File: src/design/rle_row_encoder_top_assert.svh
// Assertion macros used by the encoder's command queue module.
`ifndef RLE_ROW_ENCODER_TOP_ASSERT_SVH
`define RLE_ROW_ENCODER_TOP_ASSERT_SVH
// Plain property, clocked on clk, off during rst.
`define RLE_ASSERT(lbl, prop, msg) \
  lbl: assert property (@(posedge clk) disable iff (rst) prop) else $error(msg);
// Next-cycle implication.
`define RLE_ASSERT_NEXT(lbl, ante, cons, msg) \
  lbl: assert property (@(posedge clk) disable iff (rst) ante |=> cons) else $error(msg);
`endif

File: src/design/rle_enc_pkg.sv
package rle_enc_pkg;

  localparam int unsigned PACKET_MAX_DEF = 256;
  localparam int unsigned PLANES_DEF     = 3;
  localparam int unsigned CHUNK_BYTES    = 8;
  localparam int unsigned CQ_DEPTH       = 8;
  localparam int unsigned PUSH_MAX       = 4;
  localparam int unsigned PUSH_W         = 3;
  localparam int unsigned LEN_W          = 9;

  localparam logic [7:0]  OP_SKIP_LINES  = 8'd1;
  localparam logic [7:0]  OP_SET_CHANNEL = 8'd2;
  localparam logic [7:0]  OP_RAW         = 8'd5;
  localparam logic [7:0]  OP_RUN         = 8'd6;
  localparam logic [8:0]  NO_PIXEL       = 9'h100;
  localparam logic [15:0] LINE_WIDTH_RST = 16'd256;

  typedef enum logic [1:0] {CMD_HDR, CMD_RAW, CMD_RUN, CMD_SKIP} cmd_kind_t;

  typedef struct packed {
    cmd_kind_t        kind;
    logic [LEN_W-1:0] len;
    logic [7:0]       value;
    logic             bank;
    logic             last;
  } cmd_t;

  typedef struct packed {
    logic valid;
    logic bank;
  } raw_done_t;

  typedef struct packed {
    logic [7:0] pixel;
  } pix_t;

  typedef struct packed {
    logic [15:0] line_width;
  } cfg_t;

  typedef struct packed {
    logic [8*CHUNK_BYTES-1:0] out_bytes;
    logic [3:0]               out_count;
    logic                     last_of_run;
  } res_t;

endpackage

File: src/design/rle_enc_cmdq.sv
`include "rle_row_encoder_top_assert.svh"

module rle_enc_cmdq (
  input  logic                           clk,
  input  logic                           rst,
  input  logic [rle_enc_pkg::PUSH_W-1:0] push_n,
  input  rle_enc_pkg::cmd_t              push_cmd [rle_enc_pkg::PUSH_MAX],
  output logic                           room,
  output rle_enc_pkg::cmd_t              head,
  output logic                           head_valid,
  input  logic                           pop
);
  import rle_enc_pkg::*;

  localparam int unsigned PW = $clog2(CQ_DEPTH);
  localparam int unsigned CW = $clog2(CQ_DEPTH + 1);

  cmd_t          q [CQ_DEPTH];
  logic [PW-1:0] wptr;
  logic [PW-1:0] rptr;
  logic [CW-1:0] cnt;

  assign room       = (cnt <= CW'(CQ_DEPTH - PUSH_MAX));
  assign head_valid = (cnt != '0);
  assign head       = q[rptr];

  always_ff @(posedge clk) begin
    for (int i = 0; i < PUSH_MAX; i++) begin
      if (PUSH_W'(i) < push_n) begin
        q[PW'(wptr + PW'(i))] <= push_cmd[i];
      end
    end
  end

  always_ff @(posedge clk) begin
    if (rst) begin
      wptr <= '0;
      rptr <= '0;
      cnt  <= '0;
    end else begin
      wptr <= PW'(wptr + PW'(push_n));
      if (pop) begin
        rptr <= rptr + PW'(1);
      end
      cnt <= CW'(cnt + CW'(push_n) - CW'(pop));
    end
  end

  `RLE_ASSERT(a_q_no_overflow, (push_n == '0) || (cnt <= CW'(CQ_DEPTH - PUSH_MAX)), "cmd queue overflow")
  `RLE_ASSERT(a_q_no_underflow, !pop || (cnt != '0), "cmd queue pop while empty")
  `RLE_ASSERT_NEXT(a_q_cnt_hold, (push_n == '0) && !pop, $stable(cnt), "cmd queue count moved")

endmodule

File: config.mk
export PLATFORM = sky130hd
export DESIGN_NAME = rle_enc_cmdq
export DESIGN_NICKNAME = d
export VERILOG_FILES = /design/src/design/rle_enc_pkg.sv /design/src/design/rle_enc_cmdq.sv
export VERILOG_INCLUDE_DIRS = /design/src /design/src/design
export SDC_FILE = /design/constraint.sdc
export NUM_CORES = 1
export LEC_CHECK = 0
export CAP_MARGIN = 20
export CORE_AREA = 10 10 156 158
export CTS_CLUSTER_DIAMETER = 80
export DETAILED_ROUTE_END_ITERATION = 10
export DIE_AREA = 0 0 166 168
export DONT_BUFFER_PORTS = 1
export GPL_TIMING_DRIVEN = 0
export PLACE_DENSITY = 0.7
export SYNTH_ARGS = -nofsm -noshare
export SYNTH_HDL_FRONTEND = slang
export SYNTH_SLANG_ARGS = --single-unit
File: constraint.sdc
create_clock -name clk -period 4.88 [get_ports clk]
set_clock_uncertainty 0.05 [all_clocks]
set_input_delay 0.244 -clock clk [delete_from_list [all_inputs] [get_ports clk]]
set_output_delay 0.244 -clock clk [all_outputs]
set_load 0.005 [all_outputs]
After elaboration in Yosys (flattened, before gate mapping)
Memory sizes are Yosys's and may differ from the RTL's. A register that Yosys moved wholly into a read port is not among the register bits.
Cells that the tools add are included.
- add/sub/neg operators: 7
- multiply operators: 0
- div/mod/pow operators: 0
- order comparisons: 5
- equality and inequality tests: 0
- shift operators: 0
- mux-type cells: 10
- bitwise operators: 0
- reduce and logical (&&, ||, !) cells: 1
- operators with widths (operator ; number):
    1-bit two-way mux ; 8
    3-bit by 1-bit adder with 3-bit output (second input constant) ; 2
    3-bit by 2-bit adder with 3-bit output (second input constant) ; 2
    1-bit by 3-bit < comparator with 1-bit output (first input constant) ; 2
    2-bit by 3-bit < comparator with 1-bit output (first input constant) ; 2
    3-bit two-way mux ; 2
    4-bit by 3-bit adder with 4-bit output ; 1
    4-bit by 3-bit <= comparator with 1-bit output (second input constant) ; 1
    4-bit nonzero test ; 1
    4-bit by 1-bit subtractor with 4-bit output ; 1
    3-bit adder ; 1
- flip-flop bits (word level): 10
- latch bits: 0
- memory bits (writable): 168
- bits in read-only memories: 0
- bits of input ports: 90
- output and inout bits: 23
- memories: 1
- memories (name ; depth ; width ; rd ports ; clocked after memory_dff ; write ports ; RTL line ; RTL):
    q ; 8 ; 21 ; 1 ; 1 ; 4 ; rle_enc_cmdq.sv:18 ; cmd_t q [CQ_DEPTH];

Longest topological paths before layout
- depth in word-level cells: 3
- gate-level depth with buffers: 10

Worst setup path before layout
Ideal clock, no wire load.
- path type: flip-flop to flip-flop
- start point: register wptr[0]
- end point: memory q[6][0] in the netlist's numbering (enable)
- library setup time: 0.474 ns
- arrival: 3.243 ns
- data required time: 4.356 ns
- slack: 1.113 ns
- stages on the path, launching flop included: 4
- path buffers: 2
- cell sequence: dfxtp_1 -> buf_4 -> clkbuf_1 -> o311ai_0
- RTL lines (element ; RTL line ; RTL):
    start: declaration ; rle_enc_cmdq.sv:19 ; logic [PW-1:0] wptr;
    start signal: assignment ; rle_enc_cmdq.sv:41 ; wptr <= PW'(wptr + PW'(push_n));
    end: declaration ; rle_enc_cmdq.sv:18 ;

==> flow_metrics.py <==
metrics = {
    "power_and_ir_drop": {
        "final_power_mw": 5.726,
        "power_density_nw_per_um2": 452.2,
        "ir_worst_vdd_mv": 0.3317,
        "p_leak_nw": 4.849,
    },
    "critical_path": {
        "crit_buf_inv": 4,
        "setup_crit_start": "wptr[0]$_SDFF_PP0_",
        "worst_path_max_fanout": 21,
        "cp.required_ps": 4720,
        "crit-reg2reg-capture": "q[2][17]$_DFFE_PP_",
        "cp_slowest_stage_delay_ps": 970,
        "timing.critical_path.cells": "buf_4, inv_2, buf_2, ha_1, xor2_2, nand3_1, and2_0, clkbuf_1, nand3_2",
        "setup.worst_path.class": "reg2reg",
        "critPathLaunchType": "flip-flop",
        "worst_r2r_startpoint": "wptr[0]$_SDFF_PP0_",
        "endpoint_kind": "flip-flop",
        "critical-path-slowest-cell": "sky130_fd_sc_hd__nand3_2",
        "ff2ff_setup_slack_ps": 860,
        "r2r.worst_path.cells": 9,
        "top_family_by_delay_on_critical_path": "simple AND/OR/NAND/NOR gates",
        "worstPathArrival_ps": 3860,
    },
    "global_routing": {
        "grt_pass1_vias": 9747,
        "grt_util_met3": 0.1099,
        "grt.overflow.total": 0,
        "wire_length_of_the_first_global_routing_pass_mm": 61.16,
        "grt.total_usage": 0.2877,
        "top_usage_layer": "met2",
        "antenna_found_initial": 2,
        "grt_use_met2": 0.4224,
        "grt_max_degree": 22,
        "global_route.usage.met1": 0.3744,
    },
    "synthesis": {
        "yosys_most_used_dff": "sky130_fd_sc_hd__edfxtp_1",
        "synth_cell_type_count": 44,
        "avgSynthCellArea_um2": 10.94,
        "syn-cell-area_um2": 11550,
        "largest_family_of_logic_cells_by_synthesized_area": "multiplexers",
        "synth_async_sr_flop_share": 0,
        "yosys_warning_count": 0,
        "yosysSeqAreaShare": 0.4594,
        "synthesis.nets": 1158,
        "yosys-mux-area-fraction": 0.2315,
        "synthesis.instances": 1056,
        "synthXorXnorAreaFrac": 0.009642,
        "yosys.area_share.adder": 0.01430,
        "complex_gate_fraction_of_the_synthesized_area": 0.1737,
        "synth_simple_gate_area_frac": 0.04702,
        "synth_enable_flop_cells": 168,
        "synthesis_stage_register_bit_count": 181,
    },
    "flow_run": {
        "timing.max_cap.violations": 0,
    },
    "finish": {
        "finalInstanceArea_um2": 12660,
        "final_cell_mix": "168 x sky130_fd_sc_hd__edfxtp_1, 164 x sky130_fd_sc_hd__o22ai_1, 143 x sky130_fd_sc_hd__mux2i_1, 143 x sky130_fd_sc_hd__a21oi_1, 83 x sky130_fd_sc_hd__clkbuf_1",
        "final_layout_size_suffix_gt1_frac": 0.1375,
        "finish.utilization": 0.5912,
        "nets": 1187,
        "area_growth_syn_to_layout_pct": 9.653,
        "final_common_cell": "sky130_fd_sc_hd__edfxtp_1",
    },
    "sta": {
        "finalWorstPathRequiredPeriod_ps": 4020,
        "achievable-frequency_mhz": 248.8,
        "worst_slew_margin_rel": 0.3179,
        "grt_setup_unrepaired": "false",
        "report.final.slew_viol_count": 0,
        "worst_pin_slew_ps": 1023,
        "finalSetupViolations": 0,
        "timing.final.crit_share": 0.8238,
        "hold_viol": 0,
    },
    "floorplan": {
        "io_pins": 113,
        "num_rows": 54,
        "die_w_um": 166,
        "core_area_um2": 21420,
        "floorplan.die_area_um2": 27890,
        "initial_core_utilization": 0.5392,
        "dieHeight_um": 168,
    },
    "clock_tree": {
        "h_tree_depth_reported_by_cts": 4,
        "cts.reportedPaths.clkPinSlew_ps": 70,
        "post_cts_resized": 0,
        "cts.root.buffer_cell": "sky130_fd_sc_hd__clkbuf_16",
        "tritoncts.num_buffers": 17,
        "worstSkewPairLatency_ps": 440,
        "cts.sink_count": 181,
        "cts_max_path_buffers": 2,
        "tritoncts": "done",
    },
    "placed_design": {
        "io_buffer_count": 0,
        "detailed_placement_wirelength_estimate_mm": 27.25,
        "globalplace.congestion": 0.9669,
        "detailed_place.area_um2": 12020,
    },
    "drt": {
        "post_drt_wl_per_cell_um": 30.33,
        "drt_iter0_drc": 1547,
        "detail_route.vias_per_cell": 7.190,
        "routed_wl_mm": 41.86,
        "routed-via-count": 9922,
        "drt_first_pass_iters": 6,
        "drtAntennaViolNets": 0,
        "drcViolationCount": 0,
    },
    "run_status": {
        "status": "complete, no violations",
    },
    "worst_hold_path": {
        "hp-class": "in2reg",
        "worst_hold_startpoint": "push_cmd[41]",
        "worstHoldPathCells": 2,
        "hold_path_end": "q[7][20]$_DFFE_PP_",
    },
}
## where the power goes
part / switching (mW) / internal [mW]
Sequential: 0.100 / 2.26
Clock: 0.678 / 0.730
Combinational: 1.26 / 0.699
## final cells by class
type	instances	area, um^2
fill	1726	8755
multi-input combinational	697	5527
sequential	181	5305
buffer	163	688.2
clock buffer	18	429.2
tap	280	350.3
clock inverter	14	160.2
timing repair buffer	10	142.6
inverter	15	56.30
antenna	2	5.005
## flip-flops by register name, indices dropped and copies added (netlist names), named ones only
signal  count
cnt         4
q         168
rptr        3
wptr        3
## cell usage after synthesis, drive strengths merged (4+ instances only)
library cell	instances	area share
edfxtp	168	0.44
o22ai	164	0.089
a21oi	143	0.062
mux2i	143	0.12
clkbuf	82	0.027
buf	81	0.033
nand2	57	0.019
mux4	42	0.082
mux2	26	0.026
a31oi	22	0.012
nand3	17	0.0074
inv	15	0.0049
nor2	14	0.0048
dfxtp	13	0.023
ha	10	0.011
and2	7	0.0042
or3	7	0.0038
xnor2	7	0.0053
a21o	6	0.0039
nor2b	6	0.0033
nor3	4	0.0022
o21ai	4	0.0017
xor2	4	0.0043
## worst max path at each step
stage | depth (start not counted) | slack [ps] | end
floorplan | 3 | 1110 | q[6][0]$_DFFE_PP_
global placement | 3 | -1310 | q[6][16]$_DFFE_PP_
detailed placement | 9 | 1100 | q[2][16]$_DFFE_PP_
CTS | 9 | 1080 | q[2][10]$_DFFE_PP_
global route | 9 | 810 | q[3][9]$_DFFE_PP_
finish | 9 | 860 | q[2][17]$_DFFE_PP_
## layer usage
| layer | vias to the layer above | routed length (um) |
|---|---|---|
| met5 | - | 7 |
| met4 | 2 | 1677 |
| met3 | 192 | 6708 |
| met2 | 956 | 18220 |
| met1 | 4635 | 15240 |
| li1 | 4137 | - |
## worst register-to-register path: stages, from the launching register on
cell                       delay (ps)
sky130_fd_sc_hd__dfxtp_1          360
sky130_fd_sc_hd__buf_4            190
sky130_fd_sc_hd__inv_2             50
sky130_fd_sc_hd__buf_2            170
sky130_fd_sc_hd__ha_1             270
sky130_fd_sc_hd__xor2_2           220
sky130_fd_sc_hd__nand3_1          170
sky130_fd_sc_hd__and2_0           300
sky130_fd_sc_hd__clkbuf_1         720
sky130_fd_sc_hd__nand3_2          970
## logic make-up after synthesis
| group | after synthesis |
|---|---|
| DFF | 181 |
| xor gates and xnor gates | 11 |
| adders and majority gates | 12 |
| AOI/OAI and AO/OA | 346 |
| muxes | 211 |
| buffers and inverters | 178 |
| and+or+nand+nor | 117 |
## metrics by stage
step	hold slack (ps)	instances	TNS [ps]	worst slack [ps]
after floorplan	265.6	1056	0	1113
after global placement	266.5	1336	-27500	-1311
after detailed placement	269.7	1341	0	1096
after CTS	11.06	1378	0	1082
after global routing	34.39	1379	0	814.7
final	1.826	1380	0	860.1
## what timing repair did
item / CTS / global route
endpoints found under the hold margin: 8 / 0
setup buffers: 0 / 0
hold buffers: 5 / 0
No activity file was read; power rests on OpenSTA's default activity.
