File: src/design/rle_row_encoder_top_assert.svh
// Assertion macros used by the encoder's command queue module.
`ifndef RLE_ROW_ENCODER_TOP_ASSERT_SVH
`define RLE_ROW_ENCODER_TOP_ASSERT_SVH
// Plain property, clocked on clk, off during rst.
`define RLE_ASSERT(lbl, prop, msg) \
  lbl: assert property (@(posedge clk) disable iff (rst) prop) else $error(msg);
// Next-cycle implication.
`define RLE_ASSERT_NEXT(lbl, ante, cons, msg) \
  lbl: assert property (@(posedge clk) disable iff (rst) ante |=> cons) else $error(msg);
`endif

File: src/design/rle_enc_pkg.sv
package rle_enc_pkg;

  localparam int unsigned PACKET_MAX_DEF = 256;
  localparam int unsigned PLANES_DEF     = 3;
  localparam int unsigned CHUNK_BYTES    = 8;
  localparam int unsigned CQ_DEPTH       = 8;
  localparam int unsigned PUSH_MAX       = 4;
  localparam int unsigned PUSH_W         = 3;
  localparam int unsigned LEN_W          = 9;

  localparam logic [7:0]  OP_SKIP_LINES  = 8'd1;
  localparam logic [7:0]  OP_SET_CHANNEL = 8'd2;
  localparam logic [7:0]  OP_RAW         = 8'd5;
  localparam logic [7:0]  OP_RUN         = 8'd6;
  localparam logic [8:0]  NO_PIXEL       = 9'h100;
  localparam logic [15:0] LINE_WIDTH_RST = 16'd256;

  typedef enum logic [1:0] {CMD_HDR, CMD_RAW, CMD_RUN, CMD_SKIP} cmd_kind_t;

  typedef struct packed {
    cmd_kind_t        kind;
    logic [LEN_W-1:0] len;
    logic [7:0]       value;
    logic             bank;
    logic             last;
  } cmd_t;

  typedef struct packed {
    logic valid;
    logic bank;
  } raw_done_t;

  typedef struct packed {
    logic [7:0] pixel;
  } pix_t;

  typedef struct packed {
    logic [15:0] line_width;
  } cfg_t;

  typedef struct packed {
    logic [8*CHUNK_BYTES-1:0] out_bytes;
    logic [3:0]               out_count;
    logic                     last_of_run;
  } res_t;

endpackage

File: src/design/rle_enc_if.sv
interface rle_enc_if #(parameter type T = logic);
  logic valid;
  logic ready;
  T     data;
  modport source (output valid, output data, input ready);
  modport sink (input valid, input data, output ready);
endinterface

File: src/design/rle_enc_back.sv
module rle_enc_back #(
  parameter int unsigned PACKET_MAX = rle_enc_pkg::PACKET_MAX_DEF,
  localparam int unsigned AW        = $clog2(PACKET_MAX)
) (
  input  logic                   clk,
  input  logic                   rst,
  input  rle_enc_pkg::cmd_t      head,
  input  logic                   head_valid,
  output logic                   pop,
  output rle_enc_pkg::raw_done_t done,
  input  logic                   mem_we,
  input  logic [AW:0]            mem_waddr,
  input  logic [7:0]             mem_wdata,
  rle_enc_if.source              res
);
  import rle_enc_pkg::*;

  localparam int unsigned CBW = $clog2(CHUNK_BYTES);

  // two banks of pending raw pixels
  logic [7:0]       mem [2**(AW+1)];
  logic [7:0]       mem_rd;

  logic [LEN_W-1:0] pos;
  logic [LEN_W-1:0] total_m1;
  logic [LEN_W-1:0] didx;
  logic             last_b;
  logic [7:0]       lit;
  logic             is_mem;
  logic             gen_fire;
  logic [AW:0]      raddr;

  logic             s1_valid;
  logic             s1_mem;
  logic [7:0]       s1_lit;
  logic             s1_final;
  logic             s1_free;
  logic             accept_byte;

  logic [8*CHUNK_BYTES-1:0] chunk;
  logic [8*CHUNK_BYTES-1:0] chunk_ins;
  logic [CBW-1:0]           ccnt;
  logic [3:0]               newcnt;
  logic                     flush;
  logic [7:0]               b;
  logic                     out_free;
  logic                     out_valid;
  res_t                     out_reg;

  always_comb begin
    logic [7:0] lm1;
    lm1    = 8'(head.len - 9'd1);
    didx   = pos - 9'd2;
    lit    = 8'd0;
    is_mem = 1'b0;
    unique case (head.kind)
      CMD_HDR: begin
        total_m1 = 9'd1;
        lit      = (pos == '0) ? OP_SET_CHANNEL : head.value;
      end
      CMD_SKIP: begin
        total_m1 = 9'd1;
        lit      = (pos == '0) ? OP_SKIP_LINES : 8'd1;
      end
      CMD_RUN: begin
        total_m1 = 9'd3;
        case (pos)
          9'd0:    lit = OP_RUN;
          9'd1:    lit = lm1;
          9'd2:    lit = head.value;
          default: lit = 8'd0;
        endcase
      end
      CMD_RAW: begin
        // opcode, count-1, data, pad byte on odd count
        total_m1 = head.len + 9'd1 + {8'd0, head.len[0]};
        if (pos == '0) begin
          lit = OP_RAW;
        end else if (pos == 9'd1) begin
          lit = lm1;
        end else if (didx < head.len) begin
          is_mem = 1'b1;
        end
      end
      default: begin
        total_m1 = 9'd1;
      end
    endcase
  end

  assign last_b      = (pos == total_m1);
  assign raddr       = {head.bank, didx[AW-1:0]};
  assign out_free    = !out_valid || res.ready;
  assign accept_byte = s1_valid && out_free;
  assign s1_free     = !s1_valid || accept_byte;
  assign gen_fire    = head_valid && s1_free;
  assign pop         = gen_fire && last_b;
  assign done.valid  = pop && (head.kind == CMD_RAW);
  assign done.bank   = head.bank;

  always_ff @(posedge clk) begin
    if (mem_we) begin
      mem[mem_waddr] <= mem_wdata;
    end
    if (gen_fire) begin
      mem_rd <= mem[raddr];
    end
  end

  always_comb begin
    b         = s1_mem ? mem_rd : s1_lit;
    newcnt    = {1'b0, ccnt} + 4'd1;
    flush     = s1_final || (newcnt == 4'(CHUNK_BYTES));
    chunk_ins = chunk;
    chunk_ins[{ccnt, 3'b000} +: 8] = b;
  end

  always_ff @(posedge clk) begin
    if (rst) begin
      pos       <= '0;
      s1_valid  <= 1'b0;
      ccnt      <= '0;
      chunk     <= '0;
      out_valid <= 1'b0;
    end else begin
      if (gen_fire) begin
        pos <= last_b ? '0 : pos + 9'd1;
      end
      if (s1_free) begin
        s1_valid <= gen_fire;
      end
      if (accept_byte) begin
        if (flush) begin
          chunk <= '0;
          ccnt  <= '0;
        end else begin
          chunk <= chunk_ins;
          ccnt  <= ccnt + CBW'(1);
        end
      end
      if (accept_byte && flush) begin
        out_valid <= 1'b1;
      end else if (res.ready) begin
        out_valid <= 1'b0;
      end
    end
  end

  always_ff @(posedge clk) begin
    if (s1_free) begin
      s1_mem   <= is_mem;
      s1_lit   <= lit;
      s1_final <= head.last && last_b;
    end
    if (accept_byte && flush) begin
      out_reg.out_bytes   <= chunk_ins;
      out_reg.out_count   <= newcnt;
      out_reg.last_of_run <= s1_final;
    end
  end

  assign res.valid = out_valid;
  assign res.data  = out_reg;

endmodule

File: src/flat_wrapper.sv
// flat-port wrapper written by rule: the top's interface ports become plain ports
module rle_enc_back_flat import rle_enc_pkg::*;
#(
  parameter int unsigned PACKET_MAX = rle_enc_pkg::PACKET_MAX_DEF,
  localparam int unsigned AW        = $clog2(PACKET_MAX)
)
  (clk, rst, head, head_valid, pop, done, mem_we, mem_waddr, mem_wdata, res_valid, res_data, res_ready);
  rle_enc_if res_i ();
  input  logic clk;
  input  logic rst;
  input  rle_enc_pkg::cmd_t head;
  input  logic head_valid;
  output logic pop;
  output rle_enc_pkg::raw_done_t done;
  input  logic mem_we;
  input  logic [AW:0] mem_waddr;
  input  logic [7:0] mem_wdata;
  output wire logic [$bits(res_i.valid)-1:0] res_valid;
  output wire logic [$bits(res_i.data)-1:0] res_data;
  input wire logic [$bits(res_i.ready)-1:0] res_ready;
  assign res_valid = res_i.valid;
  assign res_data = res_i.data;
  assign res_i.ready = res_ready;
  rle_enc_back #(.PACKET_MAX(PACKET_MAX)) u_core (.clk(clk), .rst(rst), .head(head), .head_valid(head_valid), .pop(pop), .done(done), .mem_we(mem_we), .mem_waddr(mem_waddr), .mem_wdata(mem_wdata), .res(res_i));
endmodule
File: config.mk
export PLATFORM = sky130hd
export DESIGN_NAME = rle_enc_back_flat
export DESIGN_NICKNAME = d
export VERILOG_FILES = /design/src/design/rle_row_encoder_top_assert.svh /design/src/design/rle_enc_pkg.sv /design/src/design/rle_enc_if.sv /design/src/design/rle_enc_back.sv /design/src/flat_wrapper.sv
export SDC_FILE = /design/constraint.sdc
export NUM_CORES = 1
export LEC_CHECK = 0
export CAP_MARGIN = 10
export CORE_UTILIZATION = 30
export CTS_CLUSTER_SIZE = 30
export DETAILED_ROUTE_END_ITERATION = 6
export DONT_BUFFER_PORTS = 1
export SETUP_SLACK_MARGIN = 0.15
export SLEW_MARGIN = 25
export SYNTH_ARGS = -nofsm -noshare
export SYNTH_HDL_FRONTEND = slang
export SYNTH_SLANG_ARGS = --single-unit
File: constraint.sdc
create_clock -name clk -period 5 [get_ports clk]
set_input_delay 0.75 -clock clk [delete_from_list [all_inputs] [get_ports clk]]
set_output_delay 0.75 -clock clk [all_outputs]
set_load 0.01 [all_outputs]
Yosys cells after proc, flatten, opt, wreduce, memory -nomap -nowiden:

Cells that the tools add are included.

* register bits after elaboration: 16
* bits of input ports: 43
* output and inout port bits: 5
* word-level logic and storage cells: 35

* $add $sub $neg: 5
* eq/ne operators: 5
* multiplexer cells: 5
* reduce and logical (&&, ||, !) cells: 14

Operators by type and width (count)
* 9-bit case mux with 3 select lines: 1
* 9-bit by 1-bit adder with 9-bit output (second input constant): 2
* 9-bit by 1-bit adder with 9-bit output: 1
* 9-bit equality test: 1
* 9-bit two-way mux: 1
* 1-bit logical AND: 6
* 3-bit by 1-bit adder with 4-bit output (second input constant): 1
* 2-bit equality test (second input constant): 2
* 4-bit equality test (second input constant): 1
* 3-bit by 1-bit adder with 3-bit output (second input constant): 1
* 1-bit logical OR: 3
* 3-bit two-way mux: 1
* 2-bit by 1-bit equality test with 1-bit output (second input constant): 1
* 1-bit logical NOT: 2
* 2-bit logical NOT: 1
* 1-bit two-way mux: 2
* 2-bit nonzero test: 1
* 2-bit OR reduction: 1

Depth between registers and ports, before layout:

* depth after elaboration: 7
* depth in mapped cells: 8

Worst setup path before layout:

Ideal clock, no wire load.

* kind: input -> output
* start point: in head[19] (netlist name)
* end point: out done[1] (netlist name)
* data arrival time: 2636 ps
* setup slack: 1614 ps
* cell stages on the path: 8
* cell sequence: inv_1 -> ha_1 -> nand2b_2 -> or4_4 -> a21boi_2 -> o211ai_2 -> nor4_4 -> and3_1

RTL lines
* from (decl): RTL line flat_wrapper.sv:11 `input rle_enc_pkg::cmd_t head;`
* to (decl): RTL line flat_wrapper.sv:14 `output rle_enc_pkg::raw_done_t done;`

==> Implementation_results.wiki <==
{| class="wikitable"
! Metric !! Value
|-
| Library cell with the highest instance count after synthesis || sky130_fd_sc_hd__dfxtp_1
|-
| Routability Congestion || just under 0.8
|-
| Leading post-synthesis cells by instance count || 14 x sky130_fd_sc_hd__dfxtp_1, 10 x sky130_fd_sc_hd__nor2_1, 10 x sky130_fd_sc_hd__xnor2_1
|-
| Starting density of the core || 31.44%
|-
| Endpoint type of the worst setup path || output pin
|-
| Latest clock arrival within the worst-skew pair || about 250 ps
|-
| HPWL Detailed || 1965 um
|-
| Hold Buf Count CTS || 0
|-
| Maximum buffer depth of the clock tree || 2
|-
| Yosys cell types || 44
|-
| Unrepaired setup endpoints after global routing || false
|-
| Synthesized instance count || 134
|-
| PostCTS Resize Cnt || 0
|-
| # nets final || approximately 180
|-
| Global routing met3 resource utilization || under 10%
|-
| Antenna violations before repair || 0
|-
| Total Power Consumption || about 0.28 mW
|-
| Post-synthesis instance area || around 1200 sq um
|-
| Switching pwr || 0.07047 mW
|-
| Global-route wire length before repair || around 4400 um
|-
| Port Buffers || 0
|-
| Overall routed net length || 2477 um
|-
| Leak || 0.3939 nW
|-
| Final clock period utilization by the worst path || 72.79%
|-
| Fraction of synthesized area in multiplexers || ~2.6%
|-
| Sequential power share || between 50% and 60%
|-
| Number of top-level design ports || 48
|-
| Clock-pin slew reported for the worst setup and hold paths after clock tree synthesis || roughly 60 ps
|-
| Setup Crit Path Kind || in2out
|-
| Clock network power share || between 30% and 40%
|-
| H-tree levels || 1
|-
| CP Data Required Time || 4250 ps
|-
| Crit path arrival time || between 2000 and 3000 ps
|-
| Largest net degree at the start of global routing || 17
|-
| Layout cells sized above 1 || between 8 and 9%
|-
| GRT Util Overall || approximately 13%
|-
| Number of endpoints with negative hold slack in the final report || 0
|-
| DR iter-0 viols || 34
|-
| Fin Setup TNS || 0 ps
|-
| Power Dens Cells || around 220 nW/um^2
|-
| Width of the die || 63.95 um
|-
| Sequential-to-total area share from yosys stat || 29.57%
|-
| Simple-gate portion of the synthesized area || 33.26%
|-
| CTS root buf || sky130_fd_sc_hd__clkbuf_8
|-
| Fraction of met1 tracks used by global routing || about 16%
|-
| Post-Syn Nets || roughly 180
|-
| Vias in the first global route || about 950
|-
| Part of the power in combinational logic || roughly 15%
|-
| Worst ir drop on vdd || around 0.00008 V
|-
| Number of slew-limit violations in the final report || 0
|-
| Via count normalized by instance count || about 5.4
|-
| Count of warnings emitted by yosys || 0
|-
| Kind of start point of the critical path || input pin
|-
| Synthesized area divided by synthesized cell count || approximately 8.6 sq um
|-
| Relative slew slack || 61.46%
|-
| Proportion of total power due to net switching || about 25%
|-
| GRT Max-Usage Layer || met2
|-
| Cell type contributing the most total cell area after synthesis || sky130_fd_sc_hd__dfxtp_1
|-
| Final setup vio count || 0
|-
| Count of nets left with antenna violations after detail routing || 0
|-
| Main combinational cell family by area after synthesis || simple AND/OR/NAND/NOR gates
|-
| Tightest Pin Transition || around 580 ps
|-
| Synth Area in Compound Gates || 17.17%
|-
| Internal power || slightly above 0.2 mW
|-
| Peak clock frequency supported by timing || approximately 270 MHz
|-
| CTS tree || built
|-
| Total grt overflow || 0
|-
| Synth Area in Adders || about 5.4%
|-
| Maximum capacitance violations || 0
|-
| Area growth from synthesis to layout || 7.500%
|-
| Final critical path time including I/O delays and setup || ~3600 ps
|-
| Buffers inserted by post-CTS timing repair || 0
|-
| Flop-to-flop setup slack || between 3000 and 4000 ps
|-
| Global routing met2 resource utilization || 23.27%
|-
| Yosys top cell area share || 24.35%
|-
| Highest net fanout along the worst path || 7
|-
| Number of placement rows || 22
|-
| Post-synthesis sequential element count || 16
|-
| Floorplan die height || between 60 and 70 um
|-
| XOR/XNOR Fraction of Synth Area || under 10%
|-
| Worst min-delay path category || reg2reg
|-
| Total via count in the routed design || a little under 1,000
|-
| CTS sink cnt || 16
|-
| Drt first pass iters || 2
|-
| Avg WL per Cell || 13.61 um
|-
| Result of the run || completed
|-
| Number of design rule violations left after detail routing || 0
|-
| Clock Skew || between 8 and 9 ps
|-
| Inserted Clock Buffers || 3
|-
| DIE AREA || 4089 sq um
|-
| Total inserted antenna cells || 0
|-
| EDFF count, synth || 2
|-
| Async set-reset flop share out of synthesis || 0%
|-
| Area of the core || between 3000 and 4000 sq um
|-
| Smallest hold slack || between 400 and 500 ps
|-
| Cell types occupying the most area after synthesis || sky130_fd_sc_hd__dfxtp_1 24%, sky130_fd_sc_hd__xnor2_1 7.6%, sky130_fd_sc_hd__ha_1 5.4%, sky130_fd_sc_hd__edfxtp_1 5.2%, sky130_fd_sc_hd__a21oi_1 3.5%
|-
| Most common flop cell mapped by yosys || sky130_fd_sc_hd__dfxtp_1
|}
through the flow:
| stage | instances | cell area, sq um | worst slack [ps] | utilization (%) |
|---|---|---|---|---|
| after global placement | 178 | 1192 | 1380 | 32.57 |
| after detailed placement | 178 | 1192 | 1327 | 32.57 |
| after global routing | 182 | 1237 | 1191 | 33.80 |
| after CTS | 182 | 1237 | 1320 | 33.80 |
| after floorplan | 134 | 1151 | 1614 | - |
| final | 182 | 1237 | 1360 | 33.80 |
sequential cells by signal, indices dropped and copies added (netlist names):
register          cells
u_core.res.data       1
u_core.pos            9
u_core.s1_final       1
u_core.ccnt           3
u_core.res.valid      1
u_core.s1_valid       1
worst paths after layout:
| kind | startpoint | cells past startpoint | endpoint |
|---|---|---|---|
| worst min register to register | u_core.ccnt[2]$_SDFFE_PP0P_ | 2 | u_core.ccnt[2]$_SDFFE_PP0P_ |
| worst max register to register | u_core.res.valid$_SDFFE_PP0P_ | 6 | u_core.pos[7]$_SDFFE_PP0P_ |
| worst max-delay path | head[19] | 8 | done[1] |
| worst min-delay path | u_core.ccnt[2]$_SDFFE_PP0P_ | 2 | u_core.ccnt[2]$_SDFFE_PP0P_ |
routing by layer:
layer	part of all wire [%]	routed length (um)
met1	47	1154
met2	47	1167
met3	5.5	136
met4	0.77	19
met5	0	0
power by group through the flow:
stage	clock network, mW	registers [mW]	logic [mW]
after global placement	0	0.141	0.0388
after global routing	0.106	0.139	0.0453
after floorplan	0	0.140	0.0362
after CTS	0.0997	0.139	0.0408
final	0.0978	0.139	0.0403
after detailed placement	0	0.141	0.0407
final cells by class:
| class | count | area (sq um) |
|---|---|---|
| clock inverter | 1 | 3.754 |
| fill | 395 | 2424 |
| sequential | 16 | 340.3 |
| multi-input combinational | 108 | 769.5 |
| clock buffer | 3 | 41.29 |
| inverter | 6 | 22.52 |
| tap | 48 | 60.06 |
cells by family after synthesis:
family / Yosys count
mux: 3
flops: 16
fa+ha+maj: 5
compound gates: 27
xor+xnor: 11
buf+inv: 10
simple gates: 62
placed cells by master, fill, tap and decap left out, types with 4 or more instances in the layout:
master,netlist,routed
sky130_fd_sc_hd__a211oi_1,4,4
sky130_fd_sc_hd__a21oi_1,8,8
sky130_fd_sc_hd__dfxtp_1,14,14
sky130_fd_sc_hd__ha_1,5,5
sky130_fd_sc_hd__inv_1,6,6
sky130_fd_sc_hd__nand2_1,8,8
sky130_fd_sc_hd__nand3_1,6,6
sky130_fd_sc_hd__nand3b_1,4,4
sky130_fd_sc_hd__nand4_1,4,4
sky130_fd_sc_hd__nor2_1,10,10
sky130_fd_sc_hd__nor3_1,5,5
sky130_fd_sc_hd__nor4_1,4,4
sky130_fd_sc_hd__o211ai_1,4,4
sky130_fd_sc_hd__xnor2_1,10,10
worst max-delay path, stage by stage:
cell and delay, ps:
sky130_fd_sc_hd__inv_1 20, sky130_fd_sc_hd__ha_1 350, sky130_fd_sc_hd__nand2b_2 250, sky130_fd_sc_hd__or4_1 540, sky130_fd_sc_hd__o211ai_1 140, sky130_fd_sc_hd__nand3_1 150, sky130_fd_sc_hd__nor4_4 400, sky130_fd_sc_hd__and3_1 280
Power figures use the tool's default switching activity.
